`src/sv/infix_expression_evaluator_macros.svh`:
```
// Assertion helpers used by the evaluator back end (iee_back).
`ifndef INFIX_EXPRESSION_EVALUATOR_MACROS_SVH
`define INFIX_EXPRESSION_EVALUATOR_MACROS_SVH

// Invariant checked at every clock edge outside reset.
`define IEE_ASSERT(lbl, prop, msg) \
    lbl: assert property (@(posedge i_clk) disable iff (!i_rst_n) (prop)) \
        else $error(msg);

// Antecedent in one cycle implies consequent in the next.
`define IEE_ASSERT_NEXT(lbl, ante, cons, msg) \
    lbl: assert property (@(posedge i_clk) disable iff (!i_rst_n) (ante) |=> (cons)) \
        else $error(msg);

`endif

```
`src/sv/iee_pkg.sv`:
```
`timescale 1ns / 1ps
// ----------------------------------------------------------------------------
// iee_pkg
// Shared constants, token type and helpers of the expression evaluator.
// ----------------------------------------------------------------------------
package iee_pkg;

    localparam int STACK_DEPTH = 32;
    localparam int CNT_W       = $clog2(STACK_DEPTH + 1);
    localparam int IDX_W       = $clog2(STACK_DEPTH);

    // token kinds
    localparam logic [3:0] K_DIGIT = 4'd0;
    localparam logic [3:0] K_SPACE = 4'd1;
    localparam logic [3:0] K_PLUS  = 4'd2;
    localparam logic [3:0] K_MINUS = 4'd3;
    localparam logic [3:0] K_STAR  = 4'd4;
    localparam logic [3:0] K_SLASH = 4'd5;
    localparam logic [3:0] K_LPAR  = 4'd6;
    localparam logic [3:0] K_RPAR  = 4'd7;
    localparam logic [3:0] K_OTHER = 4'd8;

    // operator stack codes
    localparam logic [2:0] OP_ADD  = 3'd0;
    localparam logic [2:0] OP_SUB  = 3'd1;
    localparam logic [2:0] OP_MUL  = 3'd2;
    localparam logic [2:0] OP_DIV  = 3'd3;
    localparam logic [2:0] OP_LPAR = 3'd4;
    localparam logic [2:0] OP_NEG  = 3'd5;

    // parse phases
    localparam logic [1:0] PH_OPERAND  = 2'd0;
    localparam logic [1:0] PH_NUMBER   = 2'd1;
    localparam logic [1:0] PH_OPERATOR = 2'd2;
    localparam logic [1:0] PH_DONE     = 2'd3;

    // status codes
    localparam logic [1:0] ST_OK     = 2'd0;
    localparam logic [1:0] ST_SYNTAX = 2'd1;
    localparam logic [1:0] ST_DIV0   = 2'd2;
    localparam logic [1:0] ST_DEEP   = 2'd3;

    localparam logic [7:0] CH_PLUS  = 8'h2B;
    localparam logic [7:0] CH_MINUS = 8'h2D;
    localparam logic [7:0] CH_STAR  = 8'h2A;
    localparam logic [7:0] CH_SLASH = 8'h2F;
    localparam logic [7:0] CH_LPAR  = 8'h28;
    localparam logic [7:0] CH_RPAR  = 8'h29;
    localparam logic [7:0] CH_ZERO  = 8'h30;
    localparam logic [7:0] CH_NINE  = 8'h39;
    localparam logic [7:0] CH_SPACE = 8'h20;

    typedef struct packed {
        logic [3:0] kind;
        logic [3:0] digit;
        logic       last;
    } t_tok;

    function automatic logic [1:0] prec(input logic [2:0] op);
        logic [1:0] p;
        p = 2'd0;
        if (op == OP_ADD || op == OP_SUB) p = 2'd1;
        if (op == OP_MUL || op == OP_DIV) p = 2'd2;
        return p;
    endfunction

endpackage

```
`src/sv/iee_ram.sv`:
```
`timescale 1ns / 1ps
// ----------------------------------------------------------------------------
// iee_ram
// Generic single-write, single-read RAM with registered read data.
// ----------------------------------------------------------------------------
module iee_ram #(
    parameter int WIDTH = 32,
    parameter int DEPTH = 32
) (
    input  logic                     i_clk,
    input  logic                     i_we,
    input  logic [$clog2(DEPTH)-1:0] i_waddr,
    input  logic [WIDTH-1:0]         i_wdata,
    input  logic [$clog2(DEPTH)-1:0] i_raddr,
    output logic [WIDTH-1:0]         o_rdata
);

    logic [WIDTH-1:0] r_mem [DEPTH];
    logic [WIDTH-1:0] r_rdata;

    always_ff @(posedge i_clk) begin
        if (i_we) begin
            r_mem[i_waddr] <= i_wdata;
        end
        r_rdata <= r_mem[i_raddr];
    end

    assign o_rdata = r_rdata;

endmodule

```
`src/sv/iee_front.sv`:
```
`timescale 1ns / 1ps
// ----------------------------------------------------------------------------
// iee_front
// Accepts characters, classifies them into tokens, queues two tokens.
// ----------------------------------------------------------------------------
module iee_front
    import iee_pkg::*;
(
    input  logic       i_clk,
    input  logic       i_rst_n,
    input  logic       i_valid,
    output logic       o_ready,
    input  logic [7:0] i_ch,
    input  logic       i_last,
    output logic       o_tok_valid,
    output t_tok       o_tok,
    input  logic       i_tok_pop
);

    t_tok       tok_c;
    t_tok       r_q [2];
    logic       r_wp, r_rp;
    logic [1:0] r_cnt;
    logic       push, pop;

    always_comb begin
        tok_c.digit = 4'(i_ch - CH_ZERO);
        tok_c.last  = i_last;
        if (i_ch >= CH_ZERO && i_ch <= CH_NINE) begin
            tok_c.kind = K_DIGIT;
        end else begin
            unique case (i_ch)
                CH_SPACE: tok_c.kind = K_SPACE;
                CH_PLUS:  tok_c.kind = K_PLUS;
                CH_MINUS: tok_c.kind = K_MINUS;
                CH_STAR:  tok_c.kind = K_STAR;
                CH_SLASH: tok_c.kind = K_SLASH;
                CH_LPAR:  tok_c.kind = K_LPAR;
                CH_RPAR:  tok_c.kind = K_RPAR;
                default:  tok_c.kind = K_OTHER;
            endcase
        end
    end

    assign o_ready     = (r_cnt != 2'd2);
    assign push        = i_valid && o_ready;
    assign o_tok_valid = (r_cnt != 2'd0);
    assign pop         = i_tok_pop && o_tok_valid;
    assign o_tok       = r_q[r_rp];

    always_ff @(posedge i_clk) begin
        if (!i_rst_n) begin
            r_wp  <= 1'b0;
            r_rp  <= 1'b0;
            r_cnt <= 2'd0;
        end else begin
            if (push) r_wp <= ~r_wp;
            if (pop)  r_rp <= ~r_rp;
            r_cnt <= r_cnt + {1'b0, push} - {1'b0, pop};
        end
        if (push) begin
            r_q[r_wp] <= tok_c;
        end
    end

endmodule

```
`src/sv/iee_back.sv`:
```
`timescale 1ns / 1ps
// ----------------------------------------------------------------------------
// iee_back
// Stack sequencer: operand RAM, operator stack, reductions and divider.
// ----------------------------------------------------------------------------
`include "infix_expression_evaluator_macros.svh"

module iee_back
    import iee_pkg::*;
(
    input  logic        i_clk,
    input  logic        i_rst_n,
    input  logic        i_tok_valid,
    input  t_tok        i_tok,
    output logic        o_tok_pop,
    output logic        o_valid,
    input  logic        i_ready,
    output logic [31:0] o_value,
    output logic [1:0]  o_status
);

    localparam logic [3:0] S_IDLE    = 4'd0;
    localparam logic [3:0] S_DISP    = 4'd1;
    localparam logic [3:0] S_FIN     = 4'd2;
    localparam logic [3:0] S_RED     = 4'd3;
    localparam logic [3:0] S_APPLY   = 4'd4;
    localparam logic [3:0] S_DIV     = 4'd5;
    localparam logic [3:0] S_DIVFIN  = 4'd6;
    localparam logic [3:0] S_LASTCHK = 4'd7;
    localparam logic [3:0] S_FINAL   = 4'd8;
    localparam logic [3:0] S_VAL     = 4'd9;

    localparam logic [1:0] AFT_PUSHOP = 2'd0;
    localparam logic [1:0] AFT_RPAR   = 2'd1;
    localparam logic [1:0] AFT_DONE   = 2'd2;

    localparam logic [1:0] FIN_TOKEN = 2'd0;
    localparam logic [1:0] FIN_ITEM  = 2'd1;
    localparam logic [1:0] FIN_LAST  = 2'd2;

    logic [3:0]       r_state, n_state;
    t_tok             r_tok, n_tok;
    logic [1:0]       r_phase, n_phase;
    logic [1:0]       r_err, n_err;
    logic [31:0]      r_accum, n_accum;
    logic [31:0]      r_tos, n_tos;
    logic [CNT_W-1:0] r_ncnt, n_ncnt;
    logic [CNT_W-1:0] r_opcnt, n_opcnt;
    logic [CNT_W-1:0] r_lpar, n_lpar;
    logic [1:0]       r_minp, n_minp;
    logic [1:0]       r_after, n_after;
    logic [1:0]       r_fin_after, n_fin_after;
    logic [2:0]       r_pend, n_pend;
    logic             r_final, n_final;
    logic [2:0]       r_op, n_op;
    logic [31:0]      r_dq, n_dq;
    logic [31:0]      r_dm, n_dm;
    logic [31:0]      r_rem, n_rem;
    logic [4:0]       r_dcnt, n_dcnt;
    logic             r_dneg, n_dneg;
    logic             r_ovalid, n_ovalid;
    logic [31:0]      r_value, n_value;
    logic [1:0]       r_status, n_status;

    logic [2:0]       r_ops [STACK_DEPTH];
    logic             op_we;
    logic [2:0]       op_wd;

    logic             ram_we;
    logic [IDX_W-1:0] ram_waddr, ram_raddr;
    logic [31:0]      ram_wdata, ram_rdata;

    logic [CNT_W-1:0] ncnt_m1, ncnt_m2, opcnt_m1;
    logic [2:0]       top_op;
    logic [31:0]      a_val, res_c;
    logic [32:0]      rem_sh, rem_diff;
    logic [1:0]       fin_status;
    logic             out_free;

    assign ncnt_m1  = r_ncnt - CNT_W'(1);
    assign ncnt_m2  = r_ncnt - CNT_W'(2);
    assign opcnt_m1 = r_opcnt - CNT_W'(1);
    assign top_op   = r_ops[opcnt_m1[IDX_W-1:0]];
    assign a_val    = ram_rdata;
    assign ram_raddr = ncnt_m2[IDX_W-1:0];
    assign rem_sh   = {r_rem, r_dq[31]};
    assign rem_diff = rem_sh - {1'b0, r_dm};
    assign out_free = !r_ovalid || i_ready;
    assign fin_status = (r_err != ST_OK) ? r_err : ((r_ncnt == '0) ? ST_SYNTAX : ST_OK);

    iee_ram #(.WIDTH(32), .DEPTH(STACK_DEPTH)) u_opnd_ram (
        .i_clk   (i_clk),
        .i_we    (ram_we),
        .i_waddr (ram_waddr),
        .i_wdata (ram_wdata),
        .i_raddr (ram_raddr),
        .o_rdata (ram_rdata)
    );

    always_comb begin
        n_state = r_state;   n_tok = r_tok;       n_phase = r_phase;
        n_err = r_err;       n_accum = r_accum;   n_tos = r_tos;
        n_ncnt = r_ncnt;     n_opcnt = r_opcnt;   n_lpar = r_lpar;
        n_minp = r_minp;     n_after = r_after;   n_fin_after = r_fin_after;
        n_pend = r_pend;     n_final = r_final;   n_op = r_op;
        n_dq = r_dq;         n_dm = r_dm;         n_rem = r_rem;
        n_dcnt = r_dcnt;     n_dneg = r_dneg;
        n_ovalid = r_ovalid && !i_ready;
        n_value = r_value;   n_status = r_status;
        op_we = 1'b0;        op_wd = OP_ADD;
        ram_we = 1'b0;       ram_waddr = r_ncnt[IDX_W-1:0];  ram_wdata = r_accum;
        o_tok_pop = 1'b0;
        res_c = 32'd0;

        unique case (r_state)
            S_IDLE: begin
                if (i_tok_valid) begin
                    o_tok_pop = 1'b1;
                    n_tok     = i_tok;
                    n_state   = S_DISP;
                end
            end
            S_DISP: begin
                n_state = S_LASTCHK;
                if (r_err != ST_OK || r_phase == PH_DONE) begin
                    n_state = S_LASTCHK;
                end else if (r_phase == PH_NUMBER) begin
                    if (r_tok.kind == K_DIGIT) begin
                        n_accum = (r_accum << 3) + (r_accum << 1) + {28'd0, r_tok.digit};
                    end else if (r_ncnt == CNT_W'(STACK_DEPTH)) begin
                        n_err = ST_DEEP;
                    end else begin
                        ram_we      = 1'b1;
                        n_tos       = r_accum;
                        n_ncnt      = r_ncnt + CNT_W'(1);
                        n_fin_after = FIN_TOKEN;
                        n_state     = S_FIN;
                    end
                end else if (r_phase == PH_OPERAND) begin
                    priority case (r_tok.kind)
                        K_SPACE: ;
                        K_DIGIT: begin
                            n_accum = {28'd0, r_tok.digit};
                            n_phase = PH_NUMBER;
                        end
                        K_LPAR, K_MINUS: begin
                            if (r_opcnt == CNT_W'(STACK_DEPTH)) begin
                                n_err = ST_DEEP;
                            end else begin
                                op_we   = 1'b1;
                                op_wd   = (r_tok.kind == K_LPAR) ? OP_LPAR : OP_NEG;
                                n_opcnt = r_opcnt + CNT_W'(1);
                                if (r_tok.kind == K_LPAR) n_lpar = r_lpar + CNT_W'(1);
                            end
                        end
                        default: n_err = ST_SYNTAX;
                    endcase
                end else begin
                    priority case (r_tok.kind)
                        K_SPACE: ;
                        K_PLUS, K_MINUS: begin
                            n_minp  = 2'd1;
                            n_after = AFT_PUSHOP;
                            n_pend  = (r_tok.kind == K_PLUS) ? OP_ADD : OP_SUB;
                            n_state = S_RED;
                        end
                        K_STAR, K_SLASH: begin
                            n_minp  = 2'd2;
                            n_after = AFT_PUSHOP;
                            n_pend  = (r_tok.kind == K_STAR) ? OP_MUL : OP_DIV;
                            n_state = S_RED;
                        end
                        K_RPAR: begin
                            n_minp  = 2'd1;
                            n_after = AFT_RPAR;
                            n_state = S_RED;
                        end
                        default: begin
                            if (r_lpar != '0) begin
                                n_err = ST_SYNTAX;
                            end else begin
                                n_minp  = 2'd1;
                                n_after = AFT_DONE;
                                n_state = S_RED;
                            end
                        end
                    endcase
                end
            end
            S_FIN: begin
                // pop pending unary minus one at a time
                if (r_opcnt != '0 && top_op == OP_NEG) begin
                    n_opcnt = opcnt_m1;
                    if (r_ncnt != '0) begin
                        n_tos     = 32'd0 - r_tos;
                        ram_we    = 1'b1;
                        ram_waddr = ncnt_m1[IDX_W-1:0];
                        ram_wdata = 32'd0 - r_tos;
                    end else if (r_err == ST_OK) begin
                        n_err = ST_SYNTAX;
                    end
                end else begin
                    n_phase = PH_OPERATOR;
                    unique case (r_fin_after)
                        FIN_TOKEN: n_state = (r_err != ST_OK) ? S_LASTCHK : S_DISP;
                        FIN_ITEM:  n_state = S_LASTCHK;
                        default:   n_state = S_FINAL;
                    endcase
                end
            end
            S_RED: begin
                if (r_err == ST_OK && r_opcnt != '0 && prec(top_op) != 2'd0
                        && prec(top_op) >= r_minp) begin
                    n_opcnt = opcnt_m1;
                    n_op    = top_op;
                    if (r_ncnt < CNT_W'(2)) begin
                        n_err = ST_SYNTAX;
                    end else begin
                        n_state = S_APPLY;
                    end
                end else begin
                    unique case (r_after)
                        AFT_PUSHOP: begin
                            if (r_opcnt == CNT_W'(STACK_DEPTH)) begin
                                if (r_err == ST_OK) n_err = ST_DEEP;
                            end else begin
                                op_we   = 1'b1;
                                op_wd   = r_pend;
                                n_opcnt = r_opcnt + CNT_W'(1);
                            end
                            n_phase = PH_OPERAND;
                            n_state = S_LASTCHK;
                        end
                        AFT_RPAR: begin
                            n_state = S_LASTCHK;
                            if (r_err == ST_OK) begin
                                if (r_opcnt != '0 && top_op == OP_LPAR) begin
                                    n_opcnt     = opcnt_m1;
                                    n_lpar      = r_lpar - CNT_W'(1);
                                    n_fin_after = FIN_ITEM;
                                    n_state     = S_FIN;
                                end else begin
                                    if (r_opcnt != '0) n_err = ST_SYNTAX;
                                    n_phase = PH_DONE;
                                end
                            end
                        end
                        default: begin
                            if (r_err == ST_OK && r_opcnt != '0) n_err = ST_SYNTAX;
                            n_phase = PH_DONE;
                            n_state = r_final ? S_VAL : S_LASTCHK;
                        end
                    endcase
                end
            end
            S_APPLY: begin
                priority case (r_op)
                    OP_ADD: res_c = a_val + r_tos;
                    OP_SUB: res_c = a_val - r_tos;
                    OP_MUL: res_c = a_val * r_tos;
                    default: res_c = 32'd0;
                endcase
                if (r_op == OP_DIV) begin
                    if (r_tos == 32'd0) begin
                        n_err   = ST_DIV0;
                        n_state = S_RED;
                    end else begin
                        n_dq    = a_val[31] ? 32'd0 - a_val : a_val;
                        n_dm    = r_tos[31] ? 32'd0 - r_tos : r_tos;
                        n_rem   = 32'd0;
                        n_dcnt  = 5'd0;
                        n_dneg  = a_val[31] ^ r_tos[31];
                        n_state = S_DIV;
                    end
                end else begin
                    ram_we    = 1'b1;
                    ram_waddr = ncnt_m2[IDX_W-1:0];
                    ram_wdata = res_c;
                    n_tos     = res_c;
                    n_ncnt    = ncnt_m1;
                    n_state   = S_RED;
                end
            end
            S_DIV: begin
                // restoring division, one quotient bit per cycle
                if (!rem_diff[32]) begin
                    n_rem = rem_diff[31:0];
                    n_dq  = {r_dq[30:0], 1'b1};
                end else begin
                    n_rem = rem_sh[31:0];
                    n_dq  = {r_dq[30:0], 1'b0};
                end
                n_dcnt = r_dcnt + 5'd1;
                if (r_dcnt == 5'd31) n_state = S_DIVFIN;
            end
            S_DIVFIN: begin
                res_c     = r_dneg ? 32'd0 - r_dq : r_dq;
                ram_we    = 1'b1;
                ram_waddr = ncnt_m2[IDX_W-1:0];
                ram_wdata = res_c;
                n_tos     = res_c;
                n_ncnt    = ncnt_m1;
                n_state   = S_RED;
            end
            S_LASTCHK: begin
                n_state = r_tok.last ? S_FINAL : S_IDLE;
            end
            S_FINAL: begin
                n_final = 1'b1;
                n_state = S_VAL;
                if (r_err == ST_OK) begin
                    unique case (r_phase)
                        PH_NUMBER: begin
                            if (r_ncnt == CNT_W'(STACK_DEPTH)) begin
                                n_err = ST_DEEP;
                            end else begin
                                ram_we      = 1'b1;
                                n_tos       = r_accum;
                                n_ncnt      = r_ncnt + CNT_W'(1);
                                n_fin_after = FIN_LAST;
                                n_state     = S_FIN;
                            end
                        end
                        PH_OPERAND: n_err = ST_SYNTAX;
                        PH_OPERATOR: begin
                            if (r_lpar != '0) begin
                                n_err = ST_SYNTAX;
                            end else begin
                                n_minp  = 2'd1;
                                n_after = AFT_DONE;
                                n_state = S_RED;
                            end
                        end
                        default: ;
                    endcase
                end
            end
            S_VAL: begin
                if (out_free) begin
                    n_ovalid = 1'b1;
                    n_status = fin_status;
                    n_value  = (fin_status == ST_OK) ? r_tos : 32'd0;
                    n_phase  = PH_OPERAND;
                    n_err    = ST_OK;
                    n_accum  = 32'd0;
                    n_ncnt   = '0;
                    n_opcnt  = '0;
                    n_lpar   = '0;
                    n_final  = 1'b0;
                    n_state  = S_IDLE;
                end
            end
            default: n_state = S_IDLE;
        endcase
    end

    always_ff @(posedge i_clk) begin
        if (!i_rst_n) begin
            r_state  <= S_IDLE;
            r_phase  <= PH_OPERAND;
            r_err    <= ST_OK;
            r_accum  <= 32'd0;
            r_ncnt   <= '0;
            r_opcnt  <= '0;
            r_lpar   <= '0;
            r_final  <= 1'b0;
            r_ovalid <= 1'b0;
        end else begin
            r_state  <= n_state;
            r_phase  <= n_phase;
            r_err    <= n_err;
            r_accum  <= n_accum;
            r_ncnt   <= n_ncnt;
            r_opcnt  <= n_opcnt;
            r_lpar   <= n_lpar;
            r_final  <= n_final;
            r_ovalid <= n_ovalid;
        end
        r_tok       <= n_tok;
        r_tos       <= n_tos;
        r_minp      <= n_minp;
        r_after     <= n_after;
        r_fin_after <= n_fin_after;
        r_pend      <= n_pend;
        r_op        <= n_op;
        r_dq        <= n_dq;
        r_dm        <= n_dm;
        r_rem       <= n_rem;
        r_dcnt      <= n_dcnt;
        r_dneg      <= n_dneg;
        r_value     <= n_value;
        r_status    <= n_status;
        if (op_we) begin
            r_ops[r_opcnt[IDX_W-1:0]] <= op_wd;
        end
    end

    assign o_valid  = r_ovalid;
    assign o_value  = r_value;
    assign o_status = r_status;

    `IEE_ASSERT(a_cnt_bound, r_ncnt <= CNT_W'(STACK_DEPTH) && r_opcnt <= CNT_W'(STACK_DEPTH), "stack count beyond depth")
    `IEE_ASSERT(a_lpar_bound, r_lpar <= r_opcnt, "open parens exceed operator count")
    `IEE_ASSERT_NEXT(a_emit_clears, r_state == S_VAL && out_free, r_ovalid && r_ncnt == '0 && r_err == ST_OK, "result emit did not clear state")
    `IEE_ASSERT_NEXT(a_div_len, r_state == S_DIV && r_dcnt != 5'd31, r_state == S_DIV, "divider left early")

endmodule

```
`src/sv/infix_expression_evaluator.sv`:
```
`timescale 1ns / 1ps
// Each character is popped from the front queue and dispatched; each reduction
// reads the operand RAM, then applies; a division runs a 32-step divider.
// The result is registered out after the last item finishes its reductions.
// Throughput: one item at a time in the back end, front queues two items.
// Reset: synchronous active-low i_rst_n clears control; stacks are not cleared.
// ----------------------------------------------------------------------------
// infix_expression_evaluator
// Streams an expression line one character per item and emits value/status.
// ----------------------------------------------------------------------------
module infix_expression_evaluator
    import iee_pkg::*;
(
    input  logic        i_clk,
    input  logic        i_rst_n,
    input  logic        i_valid,
    output logic        o_ready,
    input  logic [7:0]  i_ch,
    input  logic        i_last,
    output logic        o_valid,
    input  logic        i_ready,
    output logic [31:0] o_value,
    output logic [1:0]  o_status
);

    logic tok_valid, tok_pop;
    t_tok tok;

    iee_front u_front (
        .i_clk       (i_clk),
        .i_rst_n     (i_rst_n),
        .i_valid     (i_valid),
        .o_ready     (o_ready),
        .i_ch        (i_ch),
        .i_last      (i_last),
        .o_tok_valid (tok_valid),
        .o_tok       (tok),
        .i_tok_pop   (tok_pop)
    );

    iee_back u_back (
        .i_clk       (i_clk),
        .i_rst_n     (i_rst_n),
        .i_tok_valid (tok_valid),
        .i_tok       (tok),
        .o_tok_pop   (tok_pop),
        .o_valid     (o_valid),
        .i_ready     (i_ready),
        .o_value     (o_value),
        .o_status    (o_status)
    );

endmodule
```
`config.mk`:
```
export PLATFORM = sky130hd
export DESIGN_NAME = infix_expression_evaluator
export DESIGN_NICKNAME = d
export VERILOG_FILES = /design/src/sv/iee_pkg.sv /design/src/sv/iee_ram.sv /design/src/sv/iee_front.sv /design/src/sv/iee_back.sv /design/src/sv/infix_expression_evaluator.sv
export VERILOG_INCLUDE_DIRS = /design/src /design/src/sv
export SDC_FILE = /design/constraint.sdc
export NUM_CORES = 2
export LEC_CHECK = 0
export BUFFER_PORTS_ARGS = -buffer_cell sky130_fd_sc_hd__buf_4
export CAP_MARGIN = 30
export CORE_UTILIZATION = 49
export CTS_BUF_LIST = sky130_fd_sc_hd__clkbuf_8
export DETAILED_ROUTE_END_ITERATION = 8
export HOLD_SLACK_MARGIN = 0.12
export PLACE_DENSITY_LB_ADDON = 0.15
export SLEW_MARGIN = 10
export SYNTH_ARGS = -nofsm -noshare
export SYNTH_HDL_FRONTEND = slang
export SYNTH_SLANG_ARGS = --single-unit
```
`constraint.sdc`:
```
create_clock -name i_clk -period 24.9 [get_ports i_clk]
set_clock_uncertainty 0.15 [all_clocks]
set_input_delay 1.245 -clock i_clk [delete_from_list [all_inputs] [get_ports i_clk]]
set_output_delay 1.245 -clock i_clk [all_outputs]
set_load 0.01 [all_outputs]
```
After elaboration in Yosys (flattened, before gate mapping)
Memory sizes are Yosys's and may differ from the RTL's. A register that Yosys moved wholly into a read port is not among the register bits.
Index checks and enable logic that the tools add are counted.

word-level totals
  logic and storage cells = 431
  memories kept = 3
  output and inout bits = 36
  RAM bits = 1,138
  register bits after elaboration = 244

memories
  name                     depth  width  read ports  clocked after Yosys merged registers in  write ports  RTL line         RTL
  u_back.u_opnd_ram.r_mem  32     32     1           1                                        1            iee_ram.sv:18    logic [WIDTH-1:0] r_mem [DEPTH];
  u_back.r_ops             32     3      1           0                                        1            iee_back.sv:65   logic [2:0] r_ops [STACK_DEPTH];
  u_front.r_q              2      9      1           1                                        1            iee_front.sv:21  t_tok r_q [2];

operators by class
  $add $sub $neg = 19
  bitwise operators = 7
  equal/unequal tests = 90
  reductions and logical operators = 68
  multipliers = 1
  mux-type cells = 213
  magnitude comparators = 4

operators by type and width
  operator                 count
  $mux W32                 25
  $pmux W32 S2             3
  $pmux W32 S3             2
  $mux W6                  27
  $pmux W32 S5             1
  $mux W2                  57
  $sub A1 B32 Y32 const A  3
  $mux W4                  17
  $add A32 B32 Y32         2
  $eq A8 B6 Y1 const B     7
  $mux W3                  14
  $pmux W4 S10             1
  $ne A2 B1 Y1 const B     17
  $mux W1                  33
  $sub A33 B32 Y33         1
  $add A32 B4 Y32          1
  $eq A4 B3 Y1 const B     8
  $logic_not A32 Y1        1
  $mul A32 B32 Y32         1
  $ne A2 B2 Y1 const B     16
  $pmux W4 S2              4
  $sub A32 B32 Y32         1
  $mux W31                 1
  $pmux W6 S5              1
  other kinds (71)         158

Depth between registers and ports, before layout
An unclocked memory read counts as a cell.

  depth after elaboration = 14
  gate-level depth with buffers = 27
  gate-level depth less buffers = 25

Hierarchy
A second synthesis with hierarchy kept.

second synthesis, totals
  cells, all modules = 6,639
  area total of the unflattened synthesis = 81,630.8 um^2

by module, submodules not included
  module     sequential area each (um^2)  times used  cells an instance  area each (um^2)
  iee_ram    31,390.1                     1           2,260              40,492.6
  iee_back   9,729.3                      1           4,306              40,138.5
  iee_front  640.6                        1           73                 999.7

Least setup slack after synthesis
No wires, ideal clock.

  path type = register -> register
  start = register u_back.r_tos[6]
  end = memory u_back.u_opnd_ram.r_mem[0][21], data pin
  path slack = 15,387 ps
  path buffers = 4
  cell stages (with the launch flop) = 24
  arrival time = 8,748 ps
  clock period less this slack = 9,513 ps
  setup time = 615 ps
  cells stage by stage = edfxtp_1 > clkbuf_1 > clkbuf_1 > clkbuf_1 > and2_1 > fa_1 > fa_1 > fa_1 > inv_1 > fa_1 > inv_1 > fa_1 > inv_1 > fa_1 > inv_1 > fa_1 > fa_1 > ha_1 > clkbuf_1 > nand3_1 > nor2_1 > a221o_1 > a221o_1 > o311ai_0

on the way
  longest elaborated chain between the ends = 4

RTL lines
  item                                      RTL line                          RTL
  start: declaration                        iee_back.sv:46                    logic [31:0] r_tos, n_tos;
  start signal: assignment                  iee_back.sv:380                   r_tos <= n_tos;
  $mul A32 B32 Y32 (tied with other cells)  iee_back.sv:260                   OP_MUL: res_c = a_val * r_tos;
  $pmux W32 S3 or $mux W32 (tied branches)  iee_back.sv:257, iee_back.sv:194
  $mux W32, on equally long branches        iee_back.sv:263, iee_back.sv:192
  $pmux W32 S3 (*)                          iee_back.sv:115                   unique case (r_state)
  named net u_back.ram_wdata[21]            iee_back.sv:71                    logic [31:0] ram_wdata, ram_rdata;
  end: declaration                          iee_ram.sv:18

Mark *: on every way through the listed nets, which the timed path passes. The rest lies on a longest branch.

Worst setup path after layout
  start = register u_back.u_opnd_ram.r_rdata[16] (netlist: u_back.u_opnd_ram.o_rdata[16]) (read register of u_back.u_opnd_ram.r_mem)
  end = memory u_back.u_opnd_ram.r_mem[26][29], data pin

on the way
  longest elaborated chain between the ends = 4

RTL lines
  item                                      RTL line         RTL
  start: declaration                        iee_ram.sv:19    logic [WIDTH-1:0] r_rdata;
  $mul A32 B32 Y32 (tied with other cells)  iee_back.sv:260
  $pmux W32 S3 (*)                          iee_back.sv:257  priority case (r_op)
  $mux W32 (*)                              iee_back.sv:263  if (r_op == OP_DIV) begin
  $pmux W32 S3 (*)                          iee_back.sv:115
  named net u_back.ram_wdata[29]            iee_back.sv:71

Marked as above.

==> run_results.csv <==
group,metric,value,unit
timing,finalHoldViolations,0,
global_routing,pin_count_of_the_biggest_net_entering_global_routing,102,
critical_path,crit_family,"adder cells",
clock_network,root_buffer_master,"sky130_fd_sc_hd__clkbuf_8",
global_routing,grt_pass1_vias,51900,
synth,ys_top_cells_by_count,"1326 x sky130_fd_sc_hd__edfxtp_1, 482 x sky130_fd_sc_hd__nand2_1, 472 x sky130_fd_sc_hd__inv_1, 413 x sky130_fd_sc_hd__fa_1, 337 x sky130_fd_sc_hd__mux4_2",
synth,synth_top_cells_by_area,"sky130_fd_sc_hd__edfxtp_1 49%, sky130_fd_sc_hd__fa_1 10%, sky130_fd_sc_hd__mux4_2 9.4%",
synth,xor_and_xnor_fraction_of_the_mapped_netlist_area,0.0339,
timing,finalCriticalPeriod,9.22,ns
critical_path,rr_startpoint,"u_back.u_opnd_ram.o_rdata[16]",
synth,synth_compound_area_frac,0.0623,
synth,synth_simple_gate_area_frac,0.0970,
clock_network,post_cts_resized,0,
detailed_routing,drt_pre_antenna_iters,8,
global_routing,overflow,0,
synth,async_reset_ff_frac,0,
timing,slew-limit-headroom,0.314,
synth,post_synthesis_share_of_cell_area_spent_on_full_adders_half_adders_and_majority_gates,0.144,
synth,synthMostInstantiatedCell,"sky130_fd_sc_hd__edfxtp_1",
hold_path,hold_path.startpoint,"u_back.r_lpar[4]",
synth,synth-seq-cells,1422,
detailed_routing,detail_route.wirelength,232,mm
critical_path,critical_path.n_buffers_inverters,3,
floorplanning,core_region_area,164000,um2
timing,maxClockFrequency,109,MHz
clock_network,cts-buffers-inserted,232,
synth,synth_fp_nets,6699,
clock_network,htree_num_levels,4,
clock_network,clkSlewWorstSetupHoldPaths,0.06,ns
synth,edff_count_synth,1326,
synth,yosysWarningCount,0,
detailed_routing,via_per_inst,6.06,
critical_path,critical_path_cell_by_cell,"and2_1, fa_1, fa_1, fa_1, inv_1, fa_1, inv_1, fa_1, fa_1, fa_1, fa_1, ha_1, a21o_1, a21o_1, a221o_1, a21oi_1, o21bai_1, a2111oi_0, nor4_1, nor3_1, nand4_1, buf_6",
synth,synth_flop_cell,"sky130_fd_sc_hd__edfxtp_1",
status,outcome,"completed",
run,cap_viol_max_count,0,
critical_path,critical_path_peak_fanout,26,
timing,finalCritPeriodShare,0.370,
floorplanning,die_area,167000,um2
critical_path,critical-path-slowest-cell,"sky130_fd_sc_hd__dfxtp_1",
critical_path,timing.critical_path.slowest_cell_delay,0.84,ns
critical_path,critical-path-top-cell-by-count,"sky130_fd_sc_hd__fa_1",
clock_network,post-cts-setup-buffers,0,
synth,synth.avg_cell_area,13.5,um2
detailed_routing,wl_per_cell,27.4,um
critical_path,crit_path_end_kind,"flop",
synth,multiplexer_fraction_of_the_synthesized_cell_area,0.109,
synth,dominant_combinational_cell_family_by_area_after_synthesis,"adder cells",
critical_path,worst_ep_arrival_time,9.75,ns
hold_path,hold_end,"u_back.r_lpar[4]",
synth,yosysTopAreaCellShare,0.491,
critical_path,regToRegSetupSlack,15.68,ns
detailed_routing,routed-via-count,51300,
detailed_routing,remaining_number_of_nets_flagged_by_the_antenna_check_after_routing,0,
final_layout,final_layout_size_suffix_gt1_frac,0.161,
floorplanning,ioPinCount,49,
critical_path,worst-setup-path-type,"flop to flop",
critical_path,worstReg2RegEnd,"u_back.u_opnd_ram.r_mem[26][29]",
global_routing,groute.usage.overall,0.281,
placement,finalWeightedCongestion,0.947,
critical_path,crit_path_start,"u_back.u_opnd_ram.o_rdata[16]",
synth,yosys.cell_types.count,108,
timing,report.final.slew_viol_count,0,
final_layout,layout.nets,6803,
hold_path,hold-path-cell-count,2,
hold_path,worstHoldPathType,"flop to flop",
critical_path,cp.required,25.43,ns
global_routing,grt_pass1_wl,345,mm
timing,worstMarginPinSlew,1.03,ns
clock_network,cts_hold_buffers,0,
timing,report.final.setup_viol,0,
detailed_routing,detail_route.iter0.violations,5358,
clock_network,clk_latency,1.00,ns
placement,final_hpwl_from_detailed_placement,151,mm
synth,yosysSeqAreaShare,0.515,
critical_path,startpoint_type,"flop",
clock_network,tritoncts,"built",
synth,synth_instances,6000,
global_routing,antenna_found_initial,18,
clock_network,tritoncts_num_sinks,1422,
synth,synth_area_leader_cell,"sky130_fd_sc_hd__edfxtp_1",
floorplanning,die_y,409,um
clock_network,clock_path_buffers,3,
timing,rsz_0062_raised_after_global_routing,"false",
floorplanning,initial_core_utilization,0.496,
detailed_routing,drc,0,
synth,synthesis.area,81100,um2
floorplanning,rows,148,
timing,finalSetupTns,0,ns
floorplanning,die_x,409,um
final_layout,area_growth_syn_to_layout,9.98,%
critical_path,worst_r2r_path_depth,22,
placement,total_of_buffers_placed_on_input_and_output_ports,48,
[final cells by class]
type	count	area, um2
well taps	2175	2720
multi-input cells	3751	36500
flip-flops and latches	1422	41700
diodes	3	7.51
fillers	13500	74300
repair buffers	224	1870
inverters	473	1780
clock inverters	176	1150
clock buffers	244	3360
[worst reg2reg max path: cells and delay by family (launching register included)]
kind | cells | cell delay (ns)
DFF | 1 | 0.84
and+or+nand+nor | 4 | 1.66
buffers and inverters | 3 | 0.45
adders and majority gates | 9 | 4.25
AOI/OAI and AO/OA | 6 | 1.58
[placed cells by master, fill, tap and decap left out, drive strengths merged, types with 22 or more instances in the layout]
cell	count
nand2b	47
nand3	71
a21o	61
inv	556
xor2	130
or3	43
clkbuf	245
and2	321
ha	273
o211ai	33
and3	51
clkinv	76
mux4	346
o21a	24
nor2b	33
xnor2	179
edfxtp	1326
nor3	64
buf	223
mux2	46
nand2	482
a31oi	22
mux2i	47
nand4	30
nor4	27
o21ai	187
or4	22
o31ai	34
fa	413
nor2	291
dfxtp	96
a21oi	159
a211oi	34
a22oi	33
[kinds of logic after synthesis]
| kind of cell | after synthesis |
|---|---|
| AOI/OAI and AO/OA | 760 |
| and+or+nand+nor | 1554 |
| buffers and inverters | 827 |
| adders and majority gates | 688 |
| muxes | 439 |
| xor gates and xnor gates | 310 |
| DFF | 1422 |
[metal layers]
metal | track usage | vias up | part of all wire
li1 | - | 22100 | -
met1 | 0.377 | 26500 | 0.41
met2 | 0.455 | 2129 | 0.48
met3 | 0.0440 | 566 | 0.068
met4 | 0.119 | 2 | 0.045
met5 | 0 | - | 0.000047
[registers in the layout (all words and copies together), names as in the netlist, 4 cells and up]
name / flops
u_back.r_accum: 32
u_back.r_tok: 9
u_back.r_rem: 32
u_back.r_opcnt: 6
u_back.r_dq: 32
u_back.u_opnd_ram.o_rdata: 32
u_back.u_opnd_ram.r_mem: 1024
u_back.r_ops: 96
u_back.r_dm: 32
u_back.o_value: 32
u_back.r_ncnt: 6
u_back.r_lpar: 6
u_front.r_q: 18
u_back.r_state: 4
u_back.r_dcnt: 5
u_back.r_tos: 32
[how the worst max path moves through the flow]
stage / to / slack [ns] / cells after the start
floorplan: u_back.u_opnd_ram.r_mem[0][21] / 15.39 / 23
global placement: u_back.u_opnd_ram.r_mem[11][29] / 15.24 / 21
detailed placement: u_back.u_opnd_ram.r_mem[8][29] / 15.83 / 22
CTS: u_back.u_opnd_ram.r_mem[1][29] / 15.77 / 22
global route: u_back.u_opnd_ram.r_mem[7][29] / 15.13 / 22
finish: u_back.u_opnd_ram.r_mem[26][29] / 15.68 / 22
[stage by stage]
stage          utilization  std cells  cell area (um2)  worst slack, ns  hold slack [ns]
3_5_place_dp         0.517       8042            84600            15.83            0.343
2_1_floorplan            -       6000            81100            15.39            0.313
3_3_place_gp         0.516       8027            84400            15.24            0.330
5_1_grt              0.545       8466            89200            15.13            0.305
6_report             0.545       8468            89200            15.68            0.353
4_1_cts              0.545       8462            89100            15.77            0.268
Power is not shown: default switching activity piles up to over one toggle a cycle in this logic, so the estimate is an artifact.
